## src/hw/rtl/hlcd_pkg.sv

```systemverilog
// Package with the shared types, constants and CRC function of the frame deframer.
package hlcd_pkg;

    localparam int PAYLOAD_LIMIT_DEF = 256;

    localparam logic [7:0]  HDR_FIRST_RST   = 8'hAA;
    localparam logic [7:0]  HDR_SECOND_RST  = 8'h55;
    localparam logic [8:0]  MAX_PAYLOAD_RST = 9'd256;
    localparam logic [15:0] CRC_INIT        = 16'hFFFF;
    localparam logic [15:0] CRC_POLY        = 16'hA001;

    typedef enum logic [1:0] {
        CFG_HDR_FIRST   = 2'd0,
        CFG_HDR_SECOND  = 2'd1,
        CFG_MAX_PAYLOAD = 2'd2
    } t_cfg_index;

    typedef enum logic [2:0] {
        PH_SYNC0  = 3'd0,
        PH_SYNC1  = 3'd1,
        PH_CMD    = 3'd2,
        PH_LEN_LO = 3'd3,
        PH_LEN_HI = 3'd4,
        PH_BODY   = 3'd5,
        PH_CRC_LO = 3'd6,
        PH_CRC_HI = 3'd7
    } t_phase;

    typedef enum logic [1:0] {
        KIND_DATA    = 2'd0,
        KIND_GOOD    = 2'd1,
        KIND_LEN_ERR = 2'd2,
        KIND_CRC_ERR = 2'd3
    } t_kind;

    typedef struct packed {
        t_kind       kind;
        logic [7:0]  data;
        logic [7:0]  index;
        logic [7:0]  command;
        logic [15:0] length;
        logic        last;
    } t_result;

    // One byte of the reflected CRC-16 update, unrolled over eight bit steps.
    function automatic logic [15:0] crc16_byte(input logic [15:0] crc, input logic [7:0] b);
        logic [15:0] c;
        c = crc ^ {8'h00, b};
        for (int k = 0; k < 8; k++) begin
            if (c[0]) begin
                c = (c >> 1) ^ CRC_POLY;
            end else begin
                c = c >> 1;
            end
        end
        return c;
    endfunction

endpackage

```

## src/hw/rtl/header_length_crc_deframer.sv

```systemverilog
// Top level of the frame deframer: sync hunt, header fields, payload pass-through and CRC check.
//
//   Channel   Direction  Handshake            Word
//   input     in         i_valid / o_stall    i_rx_byte
//   result    out        o_valid / i_stall    o_kind, o_data, o_index, o_command, o_length, o_last
//   config    in         i_cfg_we             i_cfg_index, i_cfg_data
//
// One byte is taken per cycle while o_stall is low; its result is registered in r_out or r_skid.
// The frame state and the eight-step CRC update settle in the same cycle the byte is accepted.
// Reset is synchronous and active low; it restores the config and frame registers and the sync hunt.
// A stalled output keeps its word and the next result goes into a one-word skid register.
// The input stalls only while that skid register is occupied.
module header_length_crc_deframer #(
    parameter int PAYLOAD_LIMIT = hlcd_pkg::PAYLOAD_LIMIT_DEF
) (
    input  logic        i_clk,
    input  logic        i_rst_n,
    input  logic        i_valid,
    output logic        o_stall,
    input  logic [7:0]  i_rx_byte,
    output logic        o_valid,
    input  logic        i_stall,
    output logic [1:0]  o_kind,
    output logic [7:0]  o_data,
    output logic [7:0]  o_index,
    output logic [7:0]  o_command,
    output logic [15:0] o_length,
    output logic        o_last,
    input  logic        i_cfg_we,
    input  logic [1:0]  i_cfg_index,
    input  logic [8:0]  i_cfg_data
);

    localparam int         CW      = $clog2(PAYLOAD_LIMIT + 1);
    localparam logic [16:0] LIMIT_W = 17'(PAYLOAD_LIMIT);

    logic [7:0]  r_hdr_first;
    logic [7:0]  r_hdr_second;
    logic [8:0]  r_max_payload;

    hlcd_pkg::t_phase r_phase, n_phase;
    logic [7:0]  r_command, n_command;
    logic [15:0] r_length, n_length;
    logic [CW-1:0] r_count, n_count;
    logic [7:0]  r_crc_low, n_crc_low;
    logic [15:0] r_crc, n_crc;

    hlcd_pkg::t_result r_out, r_skid, res;
    logic        r_out_valid, r_skid_valid;
    logic        res_valid;

    logic        accept;
    logic        take;
    logic [15:0] crc_next;
    logic [15:0] len_full;
    logic [16:0] limit_eff;
    logic [CW:0] count_inc;
    logic [15:0] rx_crc;

    assign accept    = i_valid && !o_stall;
    assign take      = r_out_valid && !i_stall;
    assign o_stall   = r_skid_valid;
    assign crc_next  = hlcd_pkg::crc16_byte(r_crc, i_rx_byte);
    assign len_full  = {i_rx_byte, r_length[7:0]};
    assign limit_eff = ({8'd0, r_max_payload} < LIMIT_W) ? {8'd0, r_max_payload} : LIMIT_W;
    assign count_inc = {1'b0, r_count} + (CW + 1)'(1);
    assign rx_crc    = {i_rx_byte, r_crc_low};

    // Next frame state for one accepted byte.
    always_comb begin
        n_phase   = r_phase;
        n_command = r_command;
        n_length  = r_length;
        n_count   = r_count;
        n_crc_low = r_crc_low;
        n_crc     = r_crc;
        case (r_phase)
            hlcd_pkg::PH_SYNC0: begin
                if (i_rx_byte == r_hdr_first) begin
                    n_phase = hlcd_pkg::PH_SYNC1;
                end
            end
            hlcd_pkg::PH_SYNC1: begin
                if (i_rx_byte == r_hdr_second) begin
                    n_phase = hlcd_pkg::PH_CMD;
                    n_crc   = hlcd_pkg::CRC_INIT;
                end else if (i_rx_byte != r_hdr_first) begin
                    n_phase = hlcd_pkg::PH_SYNC0;
                end
            end
            hlcd_pkg::PH_CMD: begin
                n_command = i_rx_byte;
                n_crc     = crc_next;
                n_phase   = hlcd_pkg::PH_LEN_LO;
            end
            hlcd_pkg::PH_LEN_LO: begin
                n_length = {8'd0, i_rx_byte};
                n_crc    = crc_next;
                n_phase  = hlcd_pkg::PH_LEN_HI;
            end
            hlcd_pkg::PH_LEN_HI: begin
                n_length = len_full;
                n_crc    = crc_next;
                n_count  = '0;
                if ({1'b0, len_full} > limit_eff) begin
                    n_phase   = hlcd_pkg::PH_SYNC0;
                    n_command = '0;
                    n_length  = '0;
                    n_crc_low = '0;
                    n_crc     = hlcd_pkg::CRC_INIT;
                end else if (len_full == 16'd0) begin
                    n_phase = hlcd_pkg::PH_CRC_LO;
                end else begin
                    n_phase = hlcd_pkg::PH_BODY;
                end
            end
            hlcd_pkg::PH_BODY: begin
                n_crc   = crc_next;
                n_count = count_inc[CW-1:0];
                if (17'(count_inc) >= {1'b0, r_length}) begin
                    n_phase = hlcd_pkg::PH_CRC_LO;
                end
            end
            hlcd_pkg::PH_CRC_LO: begin
                n_crc_low = i_rx_byte;
                n_phase   = hlcd_pkg::PH_CRC_HI;
            end
            default: begin
                n_phase   = hlcd_pkg::PH_SYNC0;
                n_command = '0;
                n_length  = '0;
                n_count   = '0;
                n_crc_low = '0;
                n_crc     = hlcd_pkg::CRC_INIT;
            end
        endcase
    end

    // Result word for one accepted byte.
    always_comb begin
        res_valid   = 1'b0;
        res.kind    = hlcd_pkg::KIND_DATA;
        res.data    = '0;
        res.index   = '0;
        res.command = r_command;
        res.length  = r_length;
        res.last    = 1'b0;
        case (r_phase)
            hlcd_pkg::PH_LEN_HI: begin
                res.length = len_full;
                if ({1'b0, len_full} > limit_eff) begin
                    res_valid = 1'b1;
                    res.kind  = hlcd_pkg::KIND_LEN_ERR;
                    res.last  = 1'b1;
                end
            end
            hlcd_pkg::PH_BODY: begin
                res_valid = 1'b1;
                res.data  = i_rx_byte;
                res.index = 8'(r_count);
            end
            hlcd_pkg::PH_CRC_HI: begin
                res_valid = 1'b1;
                res.kind  = (rx_crc == r_crc) ? hlcd_pkg::KIND_GOOD : hlcd_pkg::KIND_CRC_ERR;
                res.last  = 1'b1;
            end
            default: begin
                res_valid = 1'b0;
            end
        endcase
        res_valid = res_valid && accept;
    end

    always_ff @(posedge i_clk) begin
        if (!i_rst_n) begin
            r_hdr_first   <= hlcd_pkg::HDR_FIRST_RST;
            r_hdr_second  <= hlcd_pkg::HDR_SECOND_RST;
            r_max_payload <= hlcd_pkg::MAX_PAYLOAD_RST;
        end else if (i_cfg_we) begin
            case (i_cfg_index)
                hlcd_pkg::CFG_HDR_FIRST:   r_hdr_first   <= i_cfg_data[7:0];
                hlcd_pkg::CFG_HDR_SECOND:  r_hdr_second  <= i_cfg_data[7:0];
                hlcd_pkg::CFG_MAX_PAYLOAD: r_max_payload <= i_cfg_data;
                default: begin
                end
            endcase
        end
    end

    always_ff @(posedge i_clk) begin
        if (!i_rst_n) begin
            r_phase   <= hlcd_pkg::PH_SYNC0;
            r_command <= '0;
            r_length  <= '0;
            r_count   <= '0;
            r_crc_low <= '0;
            r_crc     <= hlcd_pkg::CRC_INIT;
        end else if (accept) begin
            r_phase   <= n_phase;
            r_command <= n_command;
            r_length  <= n_length;
            r_count   <= n_count;
            r_crc_low <= n_crc_low;
            r_crc     <= n_crc;
        end
    end

    always_ff @(posedge i_clk) begin
        if (!i_rst_n) begin
            r_out_valid  <= 1'b0;
            r_skid_valid <= 1'b0;
        end else if (take || !r_out_valid) begin
            if (r_skid_valid) begin
                r_out        <= r_skid;
                r_out_valid  <= 1'b1;
                r_skid_valid <= 1'b0;
            end else begin
                r_out_valid <= res_valid;
                if (res_valid) begin
                    r_out <= res;
                end
            end
        end else if (res_valid) begin
            r_skid       <= res;
            r_skid_valid <= 1'b1;
        end
    end

    assign o_valid   = r_out_valid;
    assign o_kind    = r_out.kind;
    assign o_data    = r_out.data;
    assign o_index   = r_out.index;
    assign o_command = r_out.command;
    assign o_length  = r_out.length;
    assign o_last    = r_out.last;

    a_skid_needs_out: assert property (@(posedge i_clk) disable iff (!i_rst_n)
        r_skid_valid |-> r_out_valid)
        else $error("Skid word held without an output word.");

    a_skid_fill: assert property (@(posedge i_clk) disable iff (!i_rst_n)
        $rose(r_skid_valid) |-> $past(r_out_valid && i_stall))
        else $error("Skid register filled while the output was free.");

    a_last_verdict: assert property (@(posedge i_clk) disable iff (!i_rst_n)
        o_valid |-> (o_last == (o_kind != hlcd_pkg::KIND_DATA)))
        else $error("Last flag does not match the result kind.");

    a_verdict_restart: assert property (@(posedge i_clk) disable iff (!i_rst_n)
        (accept && r_phase == hlcd_pkg::PH_CRC_HI) |=> (r_phase == hlcd_pkg::PH_SYNC0))
        else $error("Frame did not return to the sync hunt after its verdict.");

endmodule
```

## config.mk

```make
export PLATFORM = sky130hd
export DESIGN_NAME = header_length_crc_deframer
export DESIGN_NICKNAME = d
export VERILOG_FILES = /design/src/hw/rtl/hlcd_pkg.sv /design/src/hw/rtl/header_length_crc_deframer.sv
export SDC_FILE = /design/constraint.sdc
export NUM_CORES = 1
export LEC_CHECK = 0
export ABC_CLOCK_PERIOD_IN_PS = 15200
export BUFFER_PORTS_ARGS = -buffer_cell sky130_fd_sc_hd__buf_2
export CORE_ASPECT_RATIO = 0.7
export CORE_MARGIN = 2
export CORE_UTILIZATION = 25
export CTS_CLUSTER_DIAMETER = 50
export DETAILED_ROUTE_END_ITERATION = 6
export PLACE_DENSITY_LB_ADDON = 0.2
export RECOVER_POWER = 50
export SLEW_MARGIN = 25
export SYNTH_ARGS = -nofsm -noshare
export SYNTH_HDL_FRONTEND = slang
export SYNTH_SLANG_ARGS = --single-unit
```

## constraint.sdc

```tcl
create_clock -name i_clk -period 15.2 [get_ports i_clk]
set_input_delay 1.52 -clock i_clk [delete_from_list [all_inputs] [get_ports i_clk]]
set_output_delay 1.52 -clock i_clk [all_outputs]
set_load 0.1 [all_outputs]
```

# Word-level counts from Yosys, hierarchy flattened
# Cells that the tools add are included.
op_classes:
  n_addsub: 1
  order_cmp: 3
  n_eq_ne: 18
  muxes: 36
  bitwise_logic: 16
  n_reduce_logical: 31
op_table:
  columns: ["cell", "n"]
  rows:
  - ["$mux W16", 13]
  - ["$mux W43", 2]
  - ["$pmux W16 S4", 1]
  - ["$pmux W16 S3", 1]
  - ["$pmux W8 S3", 2]
  - ["$not A2 Y3", 8]
  - ["$pmux W3 S7", 1]
  - ["$reduce_or A5 Y1", 4]
  - ["$pmux W9 S2", 1]
  - ["$reduce_and A3 Y1", 6]
  - ["$eq A16 B16 Y1", 1]
  - ["$eq A8 B8 Y1", 2]
  - ["$ge A10 B16 Y1", 1]
  - ["$gt A16 B9 Y1", 1]
  - ["$logic_not A16 Y1", 1]
  - ["$xor A16 B8 Y16", 1]
  - ["$mux W3", 5]
  - ["$eq A3 B3 Y1 const B", 4]
  - ["$add A9 B1 Y10 const B", 1]
  - ["$reduce_and A2 Y1", 5]
  - ["$lt A9 B9 Y1 const B", 1]
  - ["$mux W9", 1]
  - ["$mux W8", 1]
  - ["$ne A2 B2 Y1 const B", 4]
  - ["20 further kinds", 37]
totals:
  regBits: 173
  input_bits: 24
  output_inout_bits: 45
  word_cells: 129

# Logic depth before layout (Yosys ltp)
depth:
  word_depth: 19
  mapped_depth: 13
  mapped_depth_nobuf: 13

# Worst setup path before layout
# Ideal clock, no wire load.
synth_path:
  kind: "input to register"
  from: "input port i_rx_byte[0]"
  to: "register r_skid[0] (netlist bit), enable pin"
  setup_ps: 506
  arrival_ps: 5707
  required_time_ps: 14694
  path_slack_ps: 8987
  cell_stages: 5
  path_buffers: 0
  cell_sequence: "ha_1 > o2111ai_1 > o21ai_4 > o21ai_0 > nor3b_1"
synth_between:
  elab_chain_len: 5
synth_lines:
  columns: ["item", "line_no", "text"]
  rows:
  - ["from (decl)", "header_length_crc_deframer.sv:20", "input logic [7:0] i_rx_byte,"]
  - ["$gt A16 B9 Y1", "header_length_crc_deframer.sv:151", "if ({1'b0, len_full} > limit_eff) begin"]
  - ["$mux W1", "header_length_crc_deframer.sv:151", null]
  - ["$pmux W1 S2", "header_length_crc_deframer.sv:148", "case (r_phase)"]
  - ["$logic_and A1 B1 Y1", "header_length_crc_deframer.sv:171", "res_valid = res_valid && accept;"]
  - ["$reduce_and A3 Y1 (no line)", null, null]
  - ["to (signal assigned)", "header_length_crc_deframer.sv:224", "r_skid <= res;"]
  - ["to (decl)", "header_length_crc_deframer.sv:48", "hlcd_pkg::t_result r_out, r_skid, res;"]
# Every way passes these cells.
# A chain may end at the register's enable or synchronous reset.

# Worst setup path after layout
layout_path:
  from: "input port i_rst_n"
  to: "register r_skid[5] (netlist bit), enable pin"
layout_between:
  elab_chain_len: 1
layout_lines:
  columns: ["item", "line_no", "text"]
  rows:
  - ["from (decl)", "header_length_crc_deframer.sv:17", "input logic i_rst_n,"]
  - ["$reduce_and A3 Y1 (no line)", null, null]
# Every way passes these cells.

==> results.md <==
* Max-cap violations at 2
* Fmax at around 180 MHz
* Net count after synthesis at between 700 and 800
* Sw power at 0.221 mW
* Dpl cell area at between 0.008 and 0.009 mm^2
* Total Wirelength at between 20000 and 25000 um
* Yosys cell types at 58
* Largest net degree at the start of global routing at 95
* PD cells at ~100 mW/mm^2
* Sw frac at 22.9%
* Clock-pin slew of the registers on the worst-case setup and hold paths at 70 ps
* Failing checks: capacitance limit, slew limit
* First-pass DRT Iterations at 4
* Tot Pwr at just under 1 mW
* Initial Utilization at approximately 26%
* Crit-path cells: buf_2 > clkbuf_1 > nand3_1 > nor3b_2 > buf_4
* Primary FF master, synth: dfxtp_1
* Hold_sp: r_command[1]$_SDFFE_PN0P_
* Core footprint at about 0.031 mm^2
* Via count at 5416
* Post-synth ARST share at 0%
* Worst Skew at about 13 ps
* Lkg Pwr at between 3 and 4 nW
* Post-Synthesis Cell Area at approximately 0.0080 mm^2
* Rel. slew slack at -168%
* Worst Tran Pin Value at 4020 ps
* Reg power frac at approximately half
* Fin crit period at about 5600 ps
* Final Max Slew Viols at 150
* Run status: finished, violations left
* Worst skew pair latency at 440 ps
* Gpl congestion at ~0.74
* Worst Path Required at 15300 ps
* Clock sink count at ~170
* Number of global-route vias before repair at between 5000 and 6000
* Initial antenna violation count at 0
* Residual DRC at 0
* Final Setup Violations at 0
* Post-CTS Setup Inserts at 0
* CTS max path bufs at 2
* First-pass GRT wire length at around 32000 um
* Final period util at 36.8%
* Syn Area/Cell at roughly 11 um^2
* Clock power share at between 40% and 50%
* Final Hold Viols at 0
* I/O Buffers at 68
* Hold buffers post-CTS at 0
* CP startpoint: i_rst_n
* Num CTS Buffers at 17
* Die Y at between 150 and 200 um
* Area of the multi-input gates at between 0.003 and 0.004 mm^2
* Final #Nets at between 800 and 900
* Worst Setup End Kind: register
* Crit-path max FO at 94
* Number of enable flip-flop cells after synthesis at 86
* # rows at between 50 and 60
* Setup TNS at 0 ps
* Die W at between 200 and 250 um
* Register area at approximately 0.0043 mm^2
* Final ANT Viol Nets at 0
* Die footprint at ~0.034 mm^2
* CP peak stage delay at 2810 ps
* # IOs at 69
* CP arrival at approximately 5700 ps
* Startpoint Class: input pin
* Resized cells post-CTS at 0
* Cell at the slowest stage of the critical path: clkbuf_1
* YS warnings at 0
* All-layer global routing usage at 12.7%
* Wirelength per Cell at roughly 17 um
* Combinational share of power at between 4 and 5%
* RSZ-0062 raised after global routing: no
* Fillers at 3308
* Share of cells above drive strength 1 at 14.1%
* Sequential share of the synthesized area at a little over half
* #FFs+latches synth at 173
* Vias/cell at ~4.5
* Setup ws final at just under 10000 ps
* CTS Root Cell: clkbuf_16
* Worst R2R Start: o_stall$_SDFFE_PP0P_
* Pre-CTS setup slack at about 11000 ps
* H-tree depth at 4
* VDD IR max at between 0.07 and 0.08 mV
* Final HPWL DP at around 14000 um
* GRT overflow at 0
* TritonCTS clock tree: built
* Worst hold path type: reg -> reg
* Drt first-iter violations at 400
* Post-route cell area at slightly above 0.009 mm^2
* Area Growth Syn to Fin at 15.9%
* Pint at 0.746 mW
* Critical path class: in -> reg
* N_diodes at 0
* Post-synthesis cell count at 721
[layout make-up]
class / instances / area share, %
Sequential cell: 173 / 46.5
Multi-Input combinational cell: 490 / 37.2
Tap cell: 420 / 5.65
Clock buffer: 19 / 4.66
Timing Repair Buffer: 78 / 3.76
Clock inverter: 13 / 1.52
Inverter: 16 / 0.646
[cells by family after synthesis]
kind of cell	Yosys count	synth area share (%)
AO/OA/AOI/OAI	94	7.93
flip-flops	173	53.9
AND/OR/NAND/NOR	240	15.1
multiplexers	74	9.88
buffers and inverters	58	3.06
XOR/XNOR	62	6.94
adder cells (fa/ha/maj)	20	3.12
[worst paths after layout]
path | end | slack, ps | depth (start not counted)
worst min register to register | r_skid[18]$_DFFE_PP_ | 460 | 0
worst max-delay path | r_skid[5]$_DFFE_PP_ | 9610 | 5
worst max register to register | o_length[2]$_DFFE_PP_ | 11310 | 4
worst min-delay path | r_skid[18]$_DFFE_PP_ | 460 | 0
[metal layers]
metal | up-vias | GRT usage, % | part of all wire, %
li1 | 2676 | - | -
met1 | 2623 | 20.3 | 57
met2 | 105 | 16.8 | 39
met3 | 12 | 2.95 | 3.8
met4 | 0 | 2.92 | 0.64
met5 | - | 0 | 0
[registers in the layout (all words and copies together) (netlist names), 8 cells and up]
signal         flops
o_data             8
r_max_payload      9
r_hdr_second       8
r_length          16
o_length          16
r_crc_low          8
o_command          8
r_hdr_first        8
r_command          8
o_index            8
r_count            9
r_crc             16
r_skid            43
[Yosys cell counts, types with 2 or more instances]
master | instances | area (um^2)
ha_1 | 20 | 250
nor3_1 | 6 | 30.0
nor2_1 | 12 | 45.0
mux2i_1 | 33 | 330
buf_1 | 6 | 22.5
xor2_1 | 19 | 166
a211oi_1 | 2 | 15.0
nand3_1 | 20 | 100
and3_1 | 31 | 194
buf_2 | 7 | 35.0
nor3b_1 | 7 | 52.6
or2_2 | 3 | 18.8
edfxtp_1 | 86 | 2580
nor4_1 | 3 | 18.8
nor2b_1 | 23 | 144
mux2_2 | 41 | 462
nand2_1 | 113 | 424
inv_1 | 15 | 56.3
dfxtp_1 | 87 | 1740
a31oi_1 | 2 | 12.5
o2111ai_1 | 3 | 26.3
buf_6 | 2 | 22.5
a21oi_1 | 14 | 70.1
xnor2_1 | 42 | 368
o21ai_0 | 25 | 125
a21o_1 | 2 | 15.0
clkbuf_1 | 26 | 97.6
a21boi_0 | 15 | 113
o22ai_1 | 18 | 113
nand4_1 | 10 | 62.6
[layout by cell type, fill, tap and decap left out, types with 17 or more instances in the layout]
cell type	instances
nand3_1	20
edfxtp_1	86
xnor2_1	42
nand2_1	113
buf_2	30
o21ai_0	25
nor2b_1	23
and3_1	31
mux2i_1	33
clkbuf_1	45
clkbuf_16	17
mux2_2	29
ha_1	20
o22ai_1	18
xor2_1	19
dfxtp_1	87
[per-stage QoR]
step / std cells / utilization [%] / hold WS, ps
2_1_floorplan: 721 / - / 426
6_report: 1209 / 29.6 / 458
3_5_place_dp: 1177 / 28.0 / 450
4_1_cts: 1209 / 29.9 / 464
5_1_grt: 1209 / 29.6 / 492
3_3_place_gp: 1177 / 28.0 / 457
[critical path: cells and delay by family]
family	cells	cell delay (ps)
buffers and inverters	3	3260
and+or+nand+nor	2	850
[power groups by stage]
stage | logic [mW] | clock network [mW] | registers, mW
CTS | 0.0394 | 0.451 | 0.488
detailed placement | 0.0392 | 0 | 0.499
global route | 0.0434 | 0.468 | 0.489
global placement | 0.0392 | 0 | 0.499
floorplan | 0.0274 | 0 | 0.499
finish | 0.0396 | 0.439 | 0.489
Note: power is estimated with default switching activity, not from simulation.
